**config.mk**
```make
export PLATFORM = sky130hd
export DESIGN_NAME = vernier_dual_encoder_angle_top_flat
export DESIGN_NICKNAME = d
export VERILOG_FILES = /design/src/vde_pkg.sv /design/src/vde_if.sv /design/src/vde_div.sv /design/src/vde_dp.sv /design/src/vde_ctrl.sv /design/src/vernier_dual_encoder_angle_top.sv /design/src/flat_wrapper.sv
export SDC_FILE = /design/constraint.sdc
export NUM_CORES = 1
export LEC_CHECK = 0
export BUFFER_PORTS_ARGS = -buffer_cell sky130_fd_sc_hd__buf_2
export CORE_MARGIN = 2
export CORE_UTILIZATION = 51
export DETAILED_ROUTE_END_ITERATION = 16
export HOLD_SLACK_MARGIN = 0.15
export PLACE_DENSITY = 0.68
export SYNTH_ARGS = -nofsm -noshare
export SYNTH_HDL_FRONTEND = slang
export SYNTH_SLANG_ARGS = --single-unit
```
**constraint.sdc**
```tcl
create_clock -name clk -period 17.1 [get_ports clk]
set_input_delay 0 -clock clk [delete_from_list [all_inputs] [get_ports clk]]
set_output_delay 0 -clock clk [all_outputs]
set_load 0.03 [all_outputs]
```
**src/vde_pkg.sv**
```systemverilog
// Shared types and constants for the vernier dual encoder angle block
package vde_pkg;

  localparam int CFG_AW = 3;
  localparam int CFG_DW = 16;

  typedef logic [CFG_AW-1:0] cfg_addr_t;

  localparam cfg_addr_t REG_TEETH_A   = 3'd0;
  localparam cfg_addr_t REG_TEETH_B   = 3'd1;
  localparam cfg_addr_t REG_GEAR      = 3'd2;
  localparam cfg_addr_t REG_ZERO_A    = 3'd3;
  localparam cfg_addr_t REG_TOLERANCE = 3'd4;

  localparam logic [7:0]  RST_TEETH_A   = 8'd1;
  localparam logic [6:0]  RST_TEETH_B   = 7'd2;
  localparam logic [15:0] RST_GEAR      = 16'd256;
  localparam logic [15:0] RST_ZERO_A    = 16'd0;
  localparam logic [15:0] RST_TOLERANCE = 16'd521;

  typedef enum logic [2:0] {
    ST_IDLE,
    ST_SEARCH,
    ST_DIV_SRCH,
    ST_FINAL,
    ST_DIV_FIN,
    ST_PUBLISH
  } state_t;

  typedef struct packed {
    logic load_item;
    logic start_srch;
    logic start_fin;
    logic next_i;
    logic set_match;
    logic cap_flange;
    logic clr_flange;
    logic publish;
  } cmd_t;

  typedef struct packed {
    logic range_ok;
    logic div_busy;
    logic div_done;
    logic hit;
    logic gear_zero;
    logic out_free;
  } status_t;

endpackage

```
**src/vde_if.sv**
```systemverilog
// Channel interfaces: encoder pair input, angle result output, register writes
interface vde_in_if;
  logic        valid;
  logic        ready;
  logic [15:0] angle_a;
  logic [15:0] angle_b;

  modport source (output valid, output angle_a, output angle_b, input ready);
  modport sink   (input valid, input angle_a, input angle_b, output ready);
endinterface

interface vde_out_if;
  logic               valid;
  logic               ready;
  logic signed [15:0] shaft_angle;
  logic signed [5:0]  turn_count;
  logic               matched;

  modport source (output valid, output shaft_angle, output turn_count, output matched,
                  input ready);
  modport sink   (input valid, input shaft_angle, input turn_count, input matched,
                  output ready);
endinterface

interface vde_cfg_if import vde_pkg::*; ();
  logic      valid;
  logic      ready;
  cfg_addr_t addr;
  logic [CFG_DW-1:0] data;

  modport source (output valid, output addr, output data, input ready);
  modport sink   (input valid, input addr, input data, output ready);
endinterface

```
**src/vde_div.sv**
```systemverilog
// Restoring unsigned divider, one quotient bit per cycle
module vde_div #(
  parameter int DW = 30,
  parameter int VW = 16
) (
  input  logic          clk,
  input  logic          rst_n,
  input  logic          start,
  input  logic [DW-1:0] dividend,
  input  logic [VW-1:0] divisor,
  output logic          busy,
  output logic          done,
  output logic [DW-1:0] quo,
  output logic [VW-1:0] rem
);

  localparam int CNTW = $clog2(DW + 1);

  logic [DW-1:0]   quo_r;
  logic [VW-1:0]   rem_r;
  logic [VW-1:0]   dsr_r;
  logic [CNTW-1:0] cnt_r;
  logic            busy_r;
  logic            done_r;
  logic [VW:0]     trial;
  logic            fits;

  assign trial = {rem_r, quo_r[DW-1]};
  assign fits  = trial >= {1'b0, dsr_r};

  always_ff @(posedge clk) begin
    if (!rst_n) begin
      busy_r <= 1'b0;
      done_r <= 1'b0;
      cnt_r  <= '0;
    end else begin
      done_r <= busy_r && (cnt_r == CNTW'(1));
      if (start) begin
        busy_r <= 1'b1;
        cnt_r  <= CNTW'(DW);
      end else if (busy_r) begin
        cnt_r <= cnt_r - CNTW'(1);
        if (cnt_r == CNTW'(1)) begin
          busy_r <= 1'b0;
        end
      end
    end
  end

  always_ff @(posedge clk) begin
    if (start) begin
      quo_r <= dividend;
      rem_r <= '0;
      dsr_r <= divisor;
    end else if (busy_r) begin
      quo_r <= {quo_r[DW-2:0], fits};
      rem_r <= fits ? VW'(trial - {1'b0, dsr_r}) : trial[VW-1:0];
    end
  end

  assign busy = busy_r;
  assign done = done_r;
  assign quo  = quo_r;
  assign rem  = rem_r;

endmodule

```
**src/vde_dp.sv**
```systemverilog
// Datapath: registers, turn search operands, match test and flange scaling
module vde_dp import vde_pkg::*; #(
  parameter int MAX_TEETH_B = 64,
  parameter int ANGLE_BITS  = 16
) (
  input  logic               clk,
  input  logic               rst_n,
  input  cmd_t               cmd,
  output status_t            sts,
  input  logic               cfg_valid,
  input  cfg_addr_t          cfg_addr,
  input  logic [CFG_DW-1:0]  cfg_data,
  input  logic [15:0]        angle_a,
  input  logic [15:0]        angle_b,
  input  logic               out_ready,
  output logic               out_valid,
  output logic signed [15:0] shaft_angle,
  output logic signed [5:0]  turn_count,
  output logic               matched
);

  localparam int AB = ANGLE_BITS;
  localparam int DW = AB + 14;
  localparam int PW = AB + 17;
  localparam int CW = (AB > 16) ? AB : 16;
  localparam logic [8:0] MAXT = 9'(MAX_TEETH_B);

  // configuration
  logic [7:0]  teeth_a_r;
  logic [6:0]  teeth_b_r;
  logic [15:0] gear_r;
  logic [15:0] zero_a_r;
  logic [15:0] tol_r;

  // item and search state
  logic [AB-1:0]      a_r;
  logic [AB-1:0]      b_r;
  logic signed [7:0]  i_r;
  logic [5:0]         held_r;
  logic               match_r;
  logic               neg_r;
  logic [15:0]        flange_r;

  // result register
  logic               out_valid_r;
  logic [15:0]        out_flange_r;
  logic [5:0]         out_turns_r;
  logic               out_match_r;

  logic [6:0]         tb;
  logic signed [7:0]  lo;
  logic signed [PW-1:0] prod;
  logic [PW-1:0]      prod_abs;
  logic [AB-1:0]      offs;
  logic [DW-1:0]      fin_bits;
  logic [DW-1:0]      fin_mag;
  logic [DW-1:0]      div_dividend;
  logic [15:0]        div_divisor;
  logic               div_start;
  logic               div_busy;
  logic               div_done;
  logic [DW-1:0]      quo;
  logic [15:0]        rem;
  logic [AB-1:0]      pred;
  logic [AB:0]        diff;
  logic [AB-1:0]      diff_abs;
  logic [AB-1:0]      u;
  logic [AB+15:0]     scaled;

  assign tb = ({2'b00, teeth_b_r} > MAXT) ? MAXT[6:0] : teeth_b_r;

  always_comb begin
    if (tb >= 7'd2) begin
      lo = 8'sd0 - $signed({1'b0, 7'((tb - 7'd2) >> 1)});
    end else if (tb == 7'd1) begin
      lo = 8'sd0;
    end else begin
      lo = 8'sd1;
    end
  end

  // (a + i*turn) * teeth_a, then its magnitude for the divider
  assign prod     = $signed({i_r, a_r}) * $signed({1'b0, teeth_a_r});
  assign prod_abs = prod[PW-1] ? (~prod + PW'(1)) : prod;

  // held*turn + offset, shifted by eight for the Q8.8 ratio
  assign offs     = a_r - AB'(zero_a_r);
  assign fin_bits = {held_r, offs, 8'b0};
  assign fin_mag  = held_r[5] ? (~fin_bits + DW'(1)) : fin_bits;

  assign div_start    = cmd.start_srch | cmd.start_fin;
  assign div_dividend = cmd.start_fin ? fin_mag : prod_abs[DW-1:0];
  assign div_divisor  = cmd.start_fin ? gear_r : 16'(tb);

  vde_div #(
    .DW (DW),
    .VW (16)
  ) u_div (
    .clk      (clk),
    .rst_n    (rst_n),
    .start    (div_start),
    .dividend (div_dividend),
    .divisor  (div_divisor),
    .busy     (div_busy),
    .done     (div_done),
    .quo      (quo),
    .rem      (rem)
  );

  // floor of a negative quotient: -q when exact, otherwise -q-1
  assign pred     = neg_r ? (~quo[AB-1:0] + AB'(rem == 16'd0)) : quo[AB-1:0];
  assign diff     = {1'b0, pred} - {1'b0, b_r};
  assign diff_abs = diff[AB] ? AB'(~diff + (AB+1)'(1)) : diff[AB-1:0];

  // truncate toward zero, wrap to one turn, rescale to sixteen bits
  assign u      = neg_r ? (~quo[AB-1:0] + AB'(1)) : quo[AB-1:0];
  assign scaled = {u, 16'b0} >> AB;

  always_comb begin
    sts           = '0;
    sts.range_ok  = $signed({i_r, 1'b0}) < $signed({2'b00, tb});
    sts.div_busy  = div_busy;
    sts.div_done  = div_done;
    sts.hit       = CW'(diff_abs) < CW'(tol_r);
    sts.gear_zero = gear_r == 16'd0;
    sts.out_free  = !out_valid_r || out_ready;
  end

  always_ff @(posedge clk) begin
    if (!rst_n) begin
      teeth_a_r <= RST_TEETH_A;
      teeth_b_r <= RST_TEETH_B;
      gear_r    <= RST_GEAR;
      zero_a_r  <= RST_ZERO_A;
      tol_r     <= RST_TOLERANCE;
    end else if (cfg_valid) begin
      unique case (cfg_addr)
        REG_TEETH_A:   teeth_a_r <= cfg_data[7:0];
        REG_TEETH_B:   teeth_b_r <= cfg_data[6:0];
        REG_GEAR:      gear_r    <= cfg_data;
        REG_ZERO_A:    zero_a_r  <= cfg_data;
        REG_TOLERANCE: tol_r     <= cfg_data;
        default: ;
      endcase
    end
  end

  always_ff @(posedge clk) begin
    if (!rst_n) begin
      held_r      <= '0;
      match_r     <= 1'b0;
      out_valid_r <= 1'b0;
    end else begin
      if (cmd.load_item) begin
        match_r <= 1'b0;
      end else if (cmd.set_match) begin
        held_r  <= i_r[5:0];
        match_r <= 1'b1;
      end
      if (cmd.publish) begin
        out_valid_r <= 1'b1;
      end else if (out_ready) begin
        out_valid_r <= 1'b0;
      end
    end
  end

  always_ff @(posedge clk) begin
    if (cmd.load_item) begin
      a_r <= AB'(angle_a);
      b_r <= AB'(angle_b);
      i_r <= lo;
    end else if (cmd.next_i) begin
      i_r <= i_r + 8'sd1;
    end
    if (cmd.start_srch) begin
      neg_r <= prod[PW-1];
    end else if (cmd.start_fin) begin
      neg_r <= held_r[5];
    end
    if (cmd.clr_flange) begin
      flange_r <= '0;
    end else if (cmd.cap_flange) begin
      flange_r <= scaled[15:0];
    end
    if (cmd.publish) begin
      out_flange_r <= flange_r;
      out_turns_r  <= held_r;
      out_match_r  <= match_r;
    end
  end

  assign out_valid    = out_valid_r;
  assign shaft_angle  = $signed(out_flange_r);
  assign turn_count   = $signed(out_turns_r);
  assign matched      = out_match_r;

endmodule

```
**src/vde_ctrl.sv**
```systemverilog
// Controller: sequences the turn search, the final scaling and the hand-over
module vde_ctrl import vde_pkg::*; (
  input  logic    clk,
  input  logic    rst_n,
  input  logic    in_valid,
  output logic    in_ready,
  input  status_t sts,
  output cmd_t    cmd
);

  state_t state_r;
  state_t state_nxt;

  always_ff @(posedge clk) begin
    if (!rst_n) begin
      state_r <= ST_IDLE;
    end else begin
      state_r <= state_nxt;
    end
  end

  always_comb begin
    state_nxt = state_r;
    unique case (state_r)
      ST_IDLE: begin
        if (in_valid) state_nxt = ST_SEARCH;
      end
      ST_SEARCH: begin
        state_nxt = sts.range_ok ? ST_DIV_SRCH : ST_FINAL;
      end
      ST_DIV_SRCH: begin
        if (sts.div_done) state_nxt = sts.hit ? ST_FINAL : ST_SEARCH;
      end
      ST_FINAL: begin
        state_nxt = sts.gear_zero ? ST_PUBLISH : ST_DIV_FIN;
      end
      ST_DIV_FIN: begin
        if (sts.div_done) state_nxt = ST_PUBLISH;
      end
      ST_PUBLISH: begin
        if (sts.out_free) state_nxt = ST_IDLE;
      end
      default: state_nxt = ST_IDLE;
    endcase
  end

  always_comb begin
    cmd      = '0;
    in_ready = 1'b0;
    unique case (state_r)
      ST_IDLE: begin
        // hold off items while reset is applied
        in_ready      = rst_n;
        cmd.load_item = in_valid && rst_n;
      end
      ST_SEARCH: begin
        cmd.start_srch = sts.range_ok;
      end
      ST_DIV_SRCH: begin
        cmd.set_match = sts.div_done && sts.hit;
        cmd.next_i    = sts.div_done && !sts.hit;
      end
      ST_FINAL: begin
        cmd.clr_flange = sts.gear_zero;
        cmd.start_fin  = !sts.gear_zero;
      end
      ST_DIV_FIN: begin
        cmd.cap_flange = sts.div_done;
      end
      ST_PUBLISH: begin
        cmd.publish = sts.out_free;
      end
      default: ;
    endcase
  end

endmodule

```
**src/vernier_dual_encoder_angle_top.sv**
```systemverilog
// Top level of the vernier dual encoder absolute angle block
// Each item takes one serial divide per turn tried and one for the gear ratio, on a divider
// that yields one quotient bit per cycle; a zero gear ratio skips the ratio divide.
// One item at a time: the next is taken only in idle, after the result register is loaded.
// Reset (synchronous, active low) restores register defaults and clears the held turn count.
module vernier_dual_encoder_angle_top import vde_pkg::*; #(
  parameter int MAX_TEETH_B = 64,
  parameter int ANGLE_BITS  = 16
) (
  input logic       clk,
  input logic       rst_n,
  vde_in_if.sink    in_ch,
  vde_out_if.source out_ch,
  vde_cfg_if.sink   cfg_ch
);

  cmd_t    cmd;
  status_t sts;

  assign cfg_ch.ready = rst_n;

  vde_ctrl u_ctrl (
    .clk      (clk),
    .rst_n    (rst_n),
    .in_valid (in_ch.valid),
    .in_ready (in_ch.ready),
    .sts      (sts),
    .cmd      (cmd)
  );

  vde_dp #(
    .MAX_TEETH_B (MAX_TEETH_B),
    .ANGLE_BITS  (ANGLE_BITS)
  ) u_dp (
    .clk          (clk),
    .rst_n        (rst_n),
    .cmd          (cmd),
    .sts          (sts),
    .cfg_valid    (cfg_ch.valid),
    .cfg_addr     (cfg_ch.addr),
    .cfg_data     (cfg_ch.data),
    .angle_a      (in_ch.angle_a),
    .angle_b      (in_ch.angle_b),
    .out_ready    (out_ch.ready),
    .out_valid    (out_ch.valid),
    .shaft_angle  (out_ch.shaft_angle),
    .turn_count   (out_ch.turn_count),
    .matched      (out_ch.matched)
  );

  a_publish_shows: assert property (@(posedge clk) disable iff (!rst_n)
    cmd.publish |=> out_ch.valid)
    else $error("published result not presented");

  a_start_idle: assert property (@(posedge clk) disable iff (!rst_n)
    (cmd.start_srch || cmd.start_fin) |-> !sts.div_busy)
    else $error("divide started while divider busy");

  a_take_at_rest: assert property (@(posedge clk) disable iff (!rst_n)
    (in_ch.valid && in_ch.ready) |-> (!sts.div_busy && !sts.div_done))
    else $error("item taken while a divide is in flight");

  a_done_after_busy: assert property (@(posedge clk) disable iff (!rst_n)
    sts.div_done |-> $past(sts.div_busy))
    else $error("divider done without a preceding busy phase");

endmodule
```
**src/flat_wrapper.sv**
```systemverilog
// flat-port wrapper written by rule: the top's interface ports become plain ports
module vernier_dual_encoder_angle_top_flat import vde_pkg::*;
#(
  parameter int MAX_TEETH_B = 64,
  parameter int ANGLE_BITS  = 16
)
  (clk, rst_n, in_ch_valid, in_ch_angle_a, in_ch_angle_b, in_ch_ready, out_ch_valid, out_ch_shaft_angle, out_ch_turn_count, out_ch_matched, out_ch_ready, cfg_ch_valid, cfg_ch_addr, cfg_ch_data, cfg_ch_ready);
  vde_in_if in_ch_i ();
  vde_out_if out_ch_i ();
  vde_cfg_if cfg_ch_i ();
  input logic clk;
  input logic rst_n;
  input wire logic [$bits(in_ch_i.valid)-1:0] in_ch_valid;
  input wire logic [$bits(in_ch_i.angle_a)-1:0] in_ch_angle_a;
  input wire logic [$bits(in_ch_i.angle_b)-1:0] in_ch_angle_b;
  output wire logic [$bits(in_ch_i.ready)-1:0] in_ch_ready;
  output wire logic [$bits(out_ch_i.valid)-1:0] out_ch_valid;
  output wire logic [$bits(out_ch_i.shaft_angle)-1:0] out_ch_shaft_angle;
  output wire logic [$bits(out_ch_i.turn_count)-1:0] out_ch_turn_count;
  output wire logic [$bits(out_ch_i.matched)-1:0] out_ch_matched;
  input wire logic [$bits(out_ch_i.ready)-1:0] out_ch_ready;
  input wire logic [$bits(cfg_ch_i.valid)-1:0] cfg_ch_valid;
  input wire logic [$bits(cfg_ch_i.addr)-1:0] cfg_ch_addr;
  input wire logic [$bits(cfg_ch_i.data)-1:0] cfg_ch_data;
  output wire logic [$bits(cfg_ch_i.ready)-1:0] cfg_ch_ready;
  assign in_ch_i.valid = in_ch_valid;
  assign in_ch_i.angle_a = in_ch_angle_a;
  assign in_ch_i.angle_b = in_ch_angle_b;
  assign in_ch_ready = in_ch_i.ready;
  assign out_ch_valid = out_ch_i.valid;
  assign out_ch_shaft_angle = out_ch_i.shaft_angle;
  assign out_ch_turn_count = out_ch_i.turn_count;
  assign out_ch_matched = out_ch_i.matched;
  assign out_ch_i.ready = out_ch_ready;
  assign cfg_ch_i.valid = cfg_ch_valid;
  assign cfg_ch_i.addr = cfg_ch_addr;
  assign cfg_ch_i.data = cfg_ch_data;
  assign cfg_ch_ready = cfg_ch_i.ready;
  vernier_dual_encoder_angle_top #(.MAX_TEETH_B(MAX_TEETH_B), .ANGLE_BITS(ANGLE_BITS)) u_core (.clk(clk), .rst_n(rst_n), .in_ch(in_ch_i), .out_ch(out_ch_i), .cfg_ch(cfg_ch_i));
endmodule
```
# Yosys cells after proc, flatten, opt, wreduce, memory -nomap -nowiden
# Cells that the tools add are included.
# classes
add_sub_neg,12
multipliers,1
n_lt_le_gt_ge,5
n_eq_ne,15
n_mux,40
n_bitwise,7
n_reduce_logical,25
# ops
cell,count
two-way mux 30 bit,5
two-way mux 16 bit,4
inverter 30 bit,2
multiplier 24 x 9 -> 33 bit,1
"adder 16 x 1 -> 16 bit, second input constant",2
logical NOT 16 bit,2
inverter 16 bit,2
subtractor 16 bit,2
"adder 30 x 1 -> 30 bit, second input constant",1
"adder 30 x 2 -> 30 bit, second input constant",1
two-way mux 8 bit,3
one-hot mux 3 bit (6 select lines),1
greater-or-equal comparator 17 x 16 -> 1 bit,1
two-way mux 1 bit,17
subtractor 16 x 16 -> 17 bit,1
adder 16 x 1 -> 16 bit,1
< comparator 16 bit,1
two-way mux 7 bit,2
"== test 3 x 2 -> 1 bit, second input constant",4
two-way mux 3 bit,4
AND reduction 2 bit,6
two-way mux 5 bit,2
"== test 3 bit, second input constant",3
< comparator 9 x 8 -> 1 bit,1
20 further kinds,36
# totals
register_bits,223
input_bits,56
out_inout_bits,26
wordCells,130

# Depth between registers and ports, before layout
# Gate-level depths: netlist (run 1).
# logic_depth
word_depth,13
mapped_depth,32
mapped_depth_nobuf,31

# Modules after synthesis
# From an unflattened synthesis (run 1), not the netlist that was laid out.
# unflattened
cells_unflattened,2397
hier_area_um2,21167.8
# by_module_without_submodules
mod,instances,cells_per_inst,area_per_inst_um2
vde_dp,1,2032,17174.0
vde_div,1,329,3712.3
vde_ctrl,1,35,274.0
vernier_dual_encoder_angle_top,1,1,7.5

# Worst setup path before layout (run 1)
# OpenSTA, ideal clock, no wires.
# synth_path
path_kind,register to register
from,register u_core.u_dp.teeth_a_r[2]
to,register u_core.u_dp.u_div.quo_r[27] (netlist: u_core.u_dp.u_div.quo[27]) (data pin)
t_arrival_ns,5.853
required_time_ns,16.829
path_slack_ns,10.976
path_stages_with_launch,23
period_less_slack_ns,6.124
cell_sequence,dfxtp_1 clkbuf_1 clkbuf_1 nand2_1 fa_1 inv_1 fa_1 inv_1 fa_1 fa_1 inv_1 ha_1 and3_1 a221oi_1 xnor2_1 or4b_4 nor4_2 nand2_1 or3_4 nor3_1 a31oi_1 xnor2_1 a221oi_2
# synth_via
elab_chain_cells,6
# synth_lines
item,line,text
from (decl),vde_dp.sv:29,logic [7:0] teeth_a_r;
from (signal assigned),vde_dp.sv:138,REG_TEETH_A: teeth_a_r <= cfg_data[7:0];
multiplier 24 x 9 -> 33 bit *,vde_dp.sv:83,"assign prod = $signed({i_r, a_r}) * $signed({1'b0, teeth_a_r});"
inverter 30 bit,vde_dp.sv:84,assign prod_abs = prod[PW-1] ? (~prod + PW'(1)) : prod;
adder 30 x 2 -> 30 bit,vde_dp.sv:84,
two-way mux 30 bit *,vde_dp.sv:84,
two-way mux 30 bit *,vde_dp.sv:92,assign div_dividend = cmd.start_fin ? fin_mag : prod_abs[DW-1:0];
two-way mux 30 bit *,vde_div.sv:51,if (start) begin
to (signal assigned),vde_div.sv:52,quo_r <= dividend;
to (signal assigned),vde_div.sv:56,"quo_r <= {quo_r[DW-2:0], fits};"
to (decl),vde_div.sv:19,logic [DW-1:0] quo_r;
# Every way passes the cells marked *; elsewhere a longest branch is shown, timed or not.
# A chain may end at the register's enable or synchronous reset.

# Worst setup path after layout (run 1)
# layout_path
from,register u_core.u_dp.teeth_a_r[4]
to,register u_core.u_dp.u_div.quo_r[26] (netlist: u_core.u_dp.u_div.quo[26]) (data pin)
# Same word-level chain as after synthesis.

==> results_dict.tcl, run 1 <==
set metrics [dict create \
    io_buffers 81 \
    drt-initial-drc-count 1175 \
    synth_edf_count 110 \
    synth.distinct_cells 84 \
    route.detailed.drc 0 \
    synth_seq_area_share_pct 26.73 \
    clk_pin_slew_ps 70 \
    nets 2887 \
    setup_viol 0 \
    layout_common_cells "nand2_1 (344), inv_1 (296), fa_1 (153)" \
    worstPathRequired_ps 17430 \
    synth_fp_nets 2778 \
    powerDensity_nw_per_um2 89.24 \
    dp_hpwl_mm 41.15 \
    antenna_found_initial 0 \
    drv_slew 0 \
    endpoint_kind "flop" \
    cp_max_fo 25 \
    antennaDiodeCount 0 \
    die_h_um 206.1 \
    cts_resized 0 \
    min_period_ps 6809 \
    final_common_cell "nand2_1" \
    tightest_slew_ps 1036 \
    max-cap-violations 0 \
    postCtsSetupRepairBufs 0 \
    synth_seq_cells 223 \
    critical_path.max_stage_delay_ps 930 \
    start_util_pct 51.35 \
    overflow 0 \
    routedWlPerCell_um 17.97 \
    rsz0062_at_grt "false" \
    grt_pass1_vias 17140 \
    ir_drop_v 0.00008578 \
    syn_inst 2422 \
    ys.flop_type "dfxtp_1" \
    crit_chain "and2_1 > fa_1 > fa_1 > fa_1 > inv_1 > fa_1 > inv_1 > ha_1 > nor3_1 > nor3b_1 > a21oi_1 > o311a_1 > nor3_1 > o211ai_1 > nand3b_4 > nor4_1 > mux2i_1 > nand4_1" \
    hp-class "input port to flop" \
    crit_family "adder cells" \
    coreArea_sq_um 40550 \
    die_area_sq_um 42460 \
    die_w_um 206.1 \
    fillers 3572 \
    layout_worst_path_cycle_share_pct 39.82 \
    cts-buffers-inserted 27 \
    hold_viol 0 \
    slowest_stage "dfxtp_1" \
    fmax_ghz 0.1469 \
    ys_warn_count 0 \
    io_pins 82 \
    totalWireLength_mm 55.42 \
    start_kind "flop" \
    finalSetupTns_ps 0 \
    drive_above_1_share_pct 6.897 \
    drtAntennaViolNets 0 \
    track_usage_pct 26.35 \
    htree_num_levels 1 \
    clkSinkCount 223 \
    vias 17410 \
    status "completed" \
    gp_congestion 0.9115 \
    ctsHoldBuffers 89 \
    leakagePower_uw 0.01012 \
    crit_type "flop to flop" \
    grt_start_max_net_pins 82 \
    row_count 74 \
    relSlewSlack_pct 30.82 \
    synth_area_sq_um 20820 \
    clk_latency_ps 580 \
    stdcell_count 3084 \
    cp.arrival_ps 7130 \
    cpMostUsedCell "fa_1" \
    crit_buf_inv 2 \
    cts_buffer_depth 3 \
    avgViaCountPerCell 5.644 \
    first_pass_iters 7 \
    skew_ps 18.28 \
    numPlacedInstances 2945 \
    cts_root_buffer "clkbuf_16" \
    grt_pass1_wl_mm 88.71 \
    async_reset_ff_share_pct 0 \
    area_growth_pct 12.37 \
    cts_tree "yes" \
    syn_avg_cell_area_sq_um 8.597 \
]
==> worst paths after layout <==
kind | to | cells after the start | start | slack, ps
worst max-delay path | u_core.u_dp.u_div.quo[26] | 18 | u_core.u_dp.teeth_a_r[4] | 10290
worst min-delay path | u_core.u_dp.b_r[2] | 2 | in_ch_angle_b[2] | 180
worst max register to register | u_core.u_dp.u_div.quo[26] | 18 | u_core.u_dp.teeth_a_r[4] | 10290
worst min register to register | u_core.u_dp.shaft_angle[5] | 0 | u_core.u_dp.flange_r[5] | 430
==> layout make-up <==
class | count | area, sq um | share of cell area, %
clock inverters | 12 | 116.4 | 0.4973
multi-input cells | 1795 | 13750 | 58.76
flip-flops and latches | 223 | 5565 | 23.78
clock buffers | 38 | 767.0 | 3.278
inverters | 298 | 1119 | 4.780
well taps | 532 | 665.6 | 2.845
repair buffers | 186 | 1416 | 6.053
==> metal layers <==
layer	up-vias	GRT usage, %	part of all wire, %
met1	8414	34.83	44
met4	0	9.286	3.6
met2	529	44.40	47
li1	8348	-	-
met3	116	3.453	6.0
met5	-	0	0
==> flip-flops by register name, summed over array words and instances, names as in the netlist, 3 cells and up <==
| register | cells |
|---|---|
| u_core.u_dp.zero_a_r | 16 |
| u_core.u_dp.tol_r | 16 |
| u_core.u_dp.u_div.rem | 16 |
| u_core.u_ctrl.state_r | 3 |
| u_core.u_dp.gear_r | 16 |
| u_core.u_dp.teeth_a_r | 8 |
| u_core.u_dp.turn_count | 6 |
| u_core.u_dp.u_div.cnt_r | 5 |
| u_core.u_dp.flange_r | 16 |
| u_core.u_dp.u_div.quo | 30 |
| u_core.u_dp.b_r | 16 |
| u_core.u_dp.held_r | 6 |
| u_core.u_dp.shaft_angle | 16 |
| u_core.u_dp.i_r | 8 |
| u_core.u_dp.teeth_b_r | 7 |
| u_core.u_dp.a_r | 16 |
| u_core.u_dp.u_div.dsr_r | 16 |
==> cells by family (layout without fill, tap and decap cells) <==
logic type / count (synthesis) / after routing / synth area share (%)
XOR/XNOR: 141 / 141 / 5.931
AO/OA/AOI/OAI: 477 / 477 / 15.11
AND/OR/NAND/NOR: 861 / 861 / 20.58
adder cells (fa/ha/maj): 300 / 300 / 23.54
flip-flops: 223 / 223 / 26.73
multiplexers: 16 / 16 / 0.8051
buffers and inverters: 404 / 534 / 7.301
==> synth_stat cells, types with 12 or more instances <==
| cell type | n | area [sq um] |
|---|---|---|
| nor4_1 | 14 | 87.58 |
| a21o_1 | 28 | 210.2 |
| nand3_1 | 50 | 250.2 |
| nor2_1 | 107 | 401.6 |
| xor2_1 | 58 | 508.0 |
| and3_1 | 20 | 125.1 |
| xnor2_1 | 83 | 727.0 |
| inv_1 | 296 | 1111 |
| or2_2 | 12 | 75.07 |
| dfxtp_1 | 113 | 2262 |
| a211oi_1 | 14 | 105.1 |
| nand4_1 | 12 | 75.07 |
| nand2_1 | 344 | 1291 |
| o211ai_1 | 17 | 127.6 |
| clkbuf_1 | 99 | 371.6 |
| o21a_1 | 19 | 142.6 |
| or3_1 | 17 | 106.4 |
| nand2b_1 | 26 | 162.7 |
| o22ai_1 | 14 | 87.58 |
| edfxtp_1 | 110 | 3303 |
| o31ai_1 | 17 | 127.6 |
| fa_1 | 153 | 3063 |
| a21oi_1 | 97 | 485.5 |
| nor3_1 | 45 | 225.2 |
| o21ai_0 | 116 | 580.6 |
| ha_1 | 147 | 1839 |
| a21boi_0 | 68 | 510.5 |
| and2_1 | 139 | 869.6 |
| mux2i_1 | 13 | 130.1 |
| a31oi_1 | 19 | 118.9 |
| nor2b_1 | 29 | 181.4 |
==> power by group <==
part	internal [uW]	total (uW)	switching, uW
Combinational	353	841	489
Clock	331	573	242
Sequential	615	674	58.8
==> worst reg2reg max path, cell delays in order, from the launching register on <==
cell and delay (ps):
dfxtp_1 930, and2_1 290, fa_1 440, fa_1 490, fa_1 550, inv_1 50, fa_1 530, inv_1 40
ha_1 370, nor3_1 120, nor3b_1 480, a21oi_1 230, o311a_1 380, nor3_1 440, o211ai_1 220, nand3b_4 230
nor4_1 430, mux2i_1 250, nand4_1 90
==> metrics by stage <==
stage	total power [uW]	setup WS, ps	cell area (sq um)	hold slack, ps	utilization, %
final	2088	10290	23400	181.1	57.70
after detailed placement	1499	10380	21620	178.1	53.32
after floorplan	1302	10980	20820	98.87	-
after global placement	1478	10620	21620	176.9	53.32
after CTS	2088	10430	23400	159.2	57.70
after global routing	2225	9983	23400	168.4	57.70
(Power assumes the default switching activity.)
==> run 2: changes to the inputs <==
--- a/config.mk
+++ b/config.mk
@@ -5,12 +5,13 @@
 export SDC_FILE = /design/constraint.sdc
 export NUM_CORES = 1
 export LEC_CHECK = 0
+export ABC_AREA = 1
 export BUFFER_PORTS_ARGS = -buffer_cell sky130_fd_sc_hd__buf_2
 export CORE_MARGIN = 2
 export CORE_UTILIZATION = 51
 export DETAILED_ROUTE_END_ITERATION = 16
 export HOLD_SLACK_MARGIN = 0.15
-export PLACE_DENSITY = 0.68
+export PLACE_DENSITY = 0.7
 export SYNTH_ARGS = -nofsm -noshare
 export SYNTH_HDL_FRONTEND = slang
 export SYNTH_SLANG_ARGS = --single-unit
==> constraint.sdc (replaced) <==
create_clock -name clk -period 6.15 [get_ports clk]
set_input_delay 0 -clock clk [delete_from_list [all_inputs] [get_ports clk]]
set_output_delay 0 -clock clk [all_outputs]
set_load 0.03 [all_outputs]
==> run 2 against run 1 <==
Against the previous run:
- clock skew rose by 5.4 ps
- flip-flop and latch count unchanged
- worst setup slack got worse by 10000 ps
- critical path depth up 4
- count of clock-buffer cells in the layout fell by 1
- largest cell class unchanged
==> results_dict.tcl, run 2 <==
set metrics [dict create \
    io_buffers 81 \
    io_pins 82 \
    leakagePower_uw 0.01274 \
    synth_edf_count 110 \
    drt-met1-wl_mm 24.69 \
    status "completed" \
    synthXorXnorAreaFrac_pct 3.620 \
    numPlacedInstances 3582 \
    stdcell_count 3698 \
    cp.arrival_ps 6080 \
    yosys.area_share.adder_pct 22.55 \
    wl_met3_mm 3.365 \
    synth_simple_gate_area_share_pct 23.87 \
    relSlewSlack_pct 15.48 \
    synth-compound-area-share_pct 10.69 \
    grt_start_max_net_pins 78 \
    avgViaCountPerCell 5.343 \
    track_usage_pct 28.43 \
    die_h_um 210.5 \
    area_growth_pct 11.12 \
    hold_viol 0 \
    layout_common_cells "nand2_1 (752), inv_1 (672), nor2_1 (189)" \
    synth_top_cell_by_area "edfxtp_1" \
    grt_pass1_wl_mm 100.4 \
    hp-class "input port to flop" \
    die_w_um 210.5 \
    cp_max_fo 24 \
    synth_seq_cells 223 \
    drt-initial-drc-count 1443 \
    endpoint_kind "flop" \
    start_util_pct 51.71 \
    yosys-top-cells-area "edfxtp_1 (15%), fa_1 (14%), nand2_1 (13%), inv_1 (12%), dfxtp_1 (10%)" \
    synth_seq_area_share_pct 25.60 \
    first_pass_iters 6 \
    synth_most_common_cell "nand2_1" \
    clkSinkCount 223 \
    start_kind "flop" \
    drive_above_1_share_pct 7.407 \
    synth_top_family_by_area "simple AND/OR/NAND/NOR gates" \
    nets 3497 \
    drtAntennaViolNets 0 \
    cts-buffers-inserted 24 \
    min_period_ps 5811 \
    clk_latency_ps 550 \
    powerDensity_nw_per_um2 404.6 \
    gp_congestion 0.9882 \
    ir_drop_v 0.0003126 \
    max-cap-violations 0 \
    met2_length_mm 30.98 \
    cts_root_buffer "clkbuf_16" \
    layout_worst_path_cycle_share_pct 94.49 \
    async_reset_ff_share_pct 0 \
    grt_pass1_vias 20180 \
    ys_warn_count 0 \
    routedWlPerCell_um 16.68 \
    cts_tree "yes" \
    netlist_top_cells_count "nand2_1 (754), inv_1 (672), nor2_1 (190)" \
    vias 19760 \
    synth_mux_area_share_pct 0 \
    setup_viol 0 \
    row_count 75 \
    antennaDiodeCount 0 \
    die_area_sq_um 44300 \
    synth_fp_nets 3384 \
    htree_num_levels 1 \
    critical_path.max_stage_delay_ps 630 \
    slowest_stage "fa_1" \
    antenna_found_initial 0 \
    overflow 0 \
    coreArea_sq_um 42040 \
    synth_area_sq_um 21740 \
    tightest_slew_ps 1266 \
    ys.flop_type "dfxtp_1" \
    syn_inst 3028 \
    clk_pin_slew_ps 60 \
    cts_buffer_depth 3 \
    synth.distinct_cells 58 \
    worstPathRequired_ps 6420 \
    top_layer "met4" \
    crit_chain "buf_4 > nand2_1 > inv_1 > fa_1 > fa_1 > inv_1 > fa_1 > inv_1 > fa_1 > ha_1 > a21oi_1 > o21ai_0 > nand2_1 > nand3_1 > a21oi_1 > nand3_1 > nand2_4 > nand2_1 > o21ai_1 > o21ai_0 > nand2_1 > o21ai_0" \
    route.detailed.drc 0 \
    skew_ps 23.72 \
    crit_type "flop to flop" \
    fmax_ghz 0.1721 \
    finalSetupTns_ps 0 \
    rsz0062_at_grt "false" \
    totalWireLength_mm 61.69 \
    synth_top_area_share_pct 15.19 \
    largest_register_ffs 30 \
    drv_slew 0 \
    fillers 3931 \
    final_common_cell "nand2_1" \
    syn_avg_cell_area_sq_um 7.180 \
    dp_hpwl_mm 48.34 \
]
==> run 2: changes by cell type after synthesis, moves of 26 or more <==
cell	before	now
nor2_1	107	190
nand3_1	50	137
clkbuf_1	99	69
o21ai_0	116	149
xnor2_1	83	27
nor2b_1	29	0
a21oi_1	97	160
nand2_1	344	754
nand2_2	0	29
a21boi_0	68	3
nand2b_1	26	0
and2_1	139	4
inv_1	296	672
==> run 2: where the power goes <==
group          total, uW  switching [uW]  leakage (uW)  internal, uW
logic               6060            3950        0.0104          2100
registers           2220             270       0.00194          1950
clock network       1500             611      0.000393           892
total               9780            4830        0.0127          4940
==> run 2: cell families after synthesis <==
kind of cell | Yosys count
XOR/XNOR | 89
buffers and inverters | 772
adder cells (fa/ha/maj) | 300
AO/OA/AOI/OAI | 417
flip-flops | 223
AND/OR/NAND/NOR | 1227
==> run 2: stage by stage <==
stage | util [%] | cell area (sq um) | total power [uW] | hold slack, ps | worst slack, ps
2_1_floorplan | - | 21740 | 6583 | 98.87 | 1132
3_3_place_gp | 53.79 | 22620 | 8000 | 176.4 | 224.2
3_5_place_dp | 53.79 | 22620 | 8154 | 178.2 | 85.97
4_1_cts | 57.39 | 24130 | 9719 | 150.4 | 72.11
5_1_grt | 57.46 | 24160 | 10660 | 186.2 | 6.726
6_report | 57.46 | 24160 | 9775 | 172.3 | 339.2
==> run 2: path summary, 6_finish.rpt <==
kind,endpoint,slack (ps),depth (start not counted),startpoint
worst max-delay path,u_core.u_dp.u_div.quo[9],340,22,u_core.u_dp.i_r[7]
worst min-delay path,u_core.u_dp.b_r[6],170,2,in_ch_angle_b[6]
worst max register to register,u_core.u_dp.u_div.quo[9],340,22,u_core.u_dp.i_r[7]
worst min register to register,u_core.u_dp.shaft_angle[6],430,0,u_core.u_dp.flange_r[6]
==> run 2: metal layers <==
metal	vias to the layer above	GRT usage (%)
met5	-	0
met4	0	11.85
met3	153	2.786
met2	654	52.34
met1	9320	33.86
li1	9633	-
==> run 2: what timing repair did <==
item / in CTS / in global routing
setup endpoints to repair: 0 / 26
gates resized for setup: 0 / 7
endpoints found under the hold margin: 104 / 0
hold buffers: 70 / 0
setup buffers: 0 / 2
==> run 2: layout make-up <==
cell class | count | area, sq um | share of cell area, %
flip-flops and latches | 223 | 5570 | 23.06
clock inverters | 7 | 90.09 | 0.3729
inverters | 676 | 2537 | 10.50
well taps | 539 | 674.4 | 2.792
repair buffers | 183 | 1346 | 5.573
clock buffers | 37 | 721.9 | 2.988
multi-input cells | 2033 | 13220 | 54.71
==> run 2: critical path: cells and delay by family (launching register included) <==
family          cells  cell delay (ps)
compound gates      6             1150
fa+ha+maj           5             2560
buf+inv             4              400
flops               1              570
simple gates        7              850
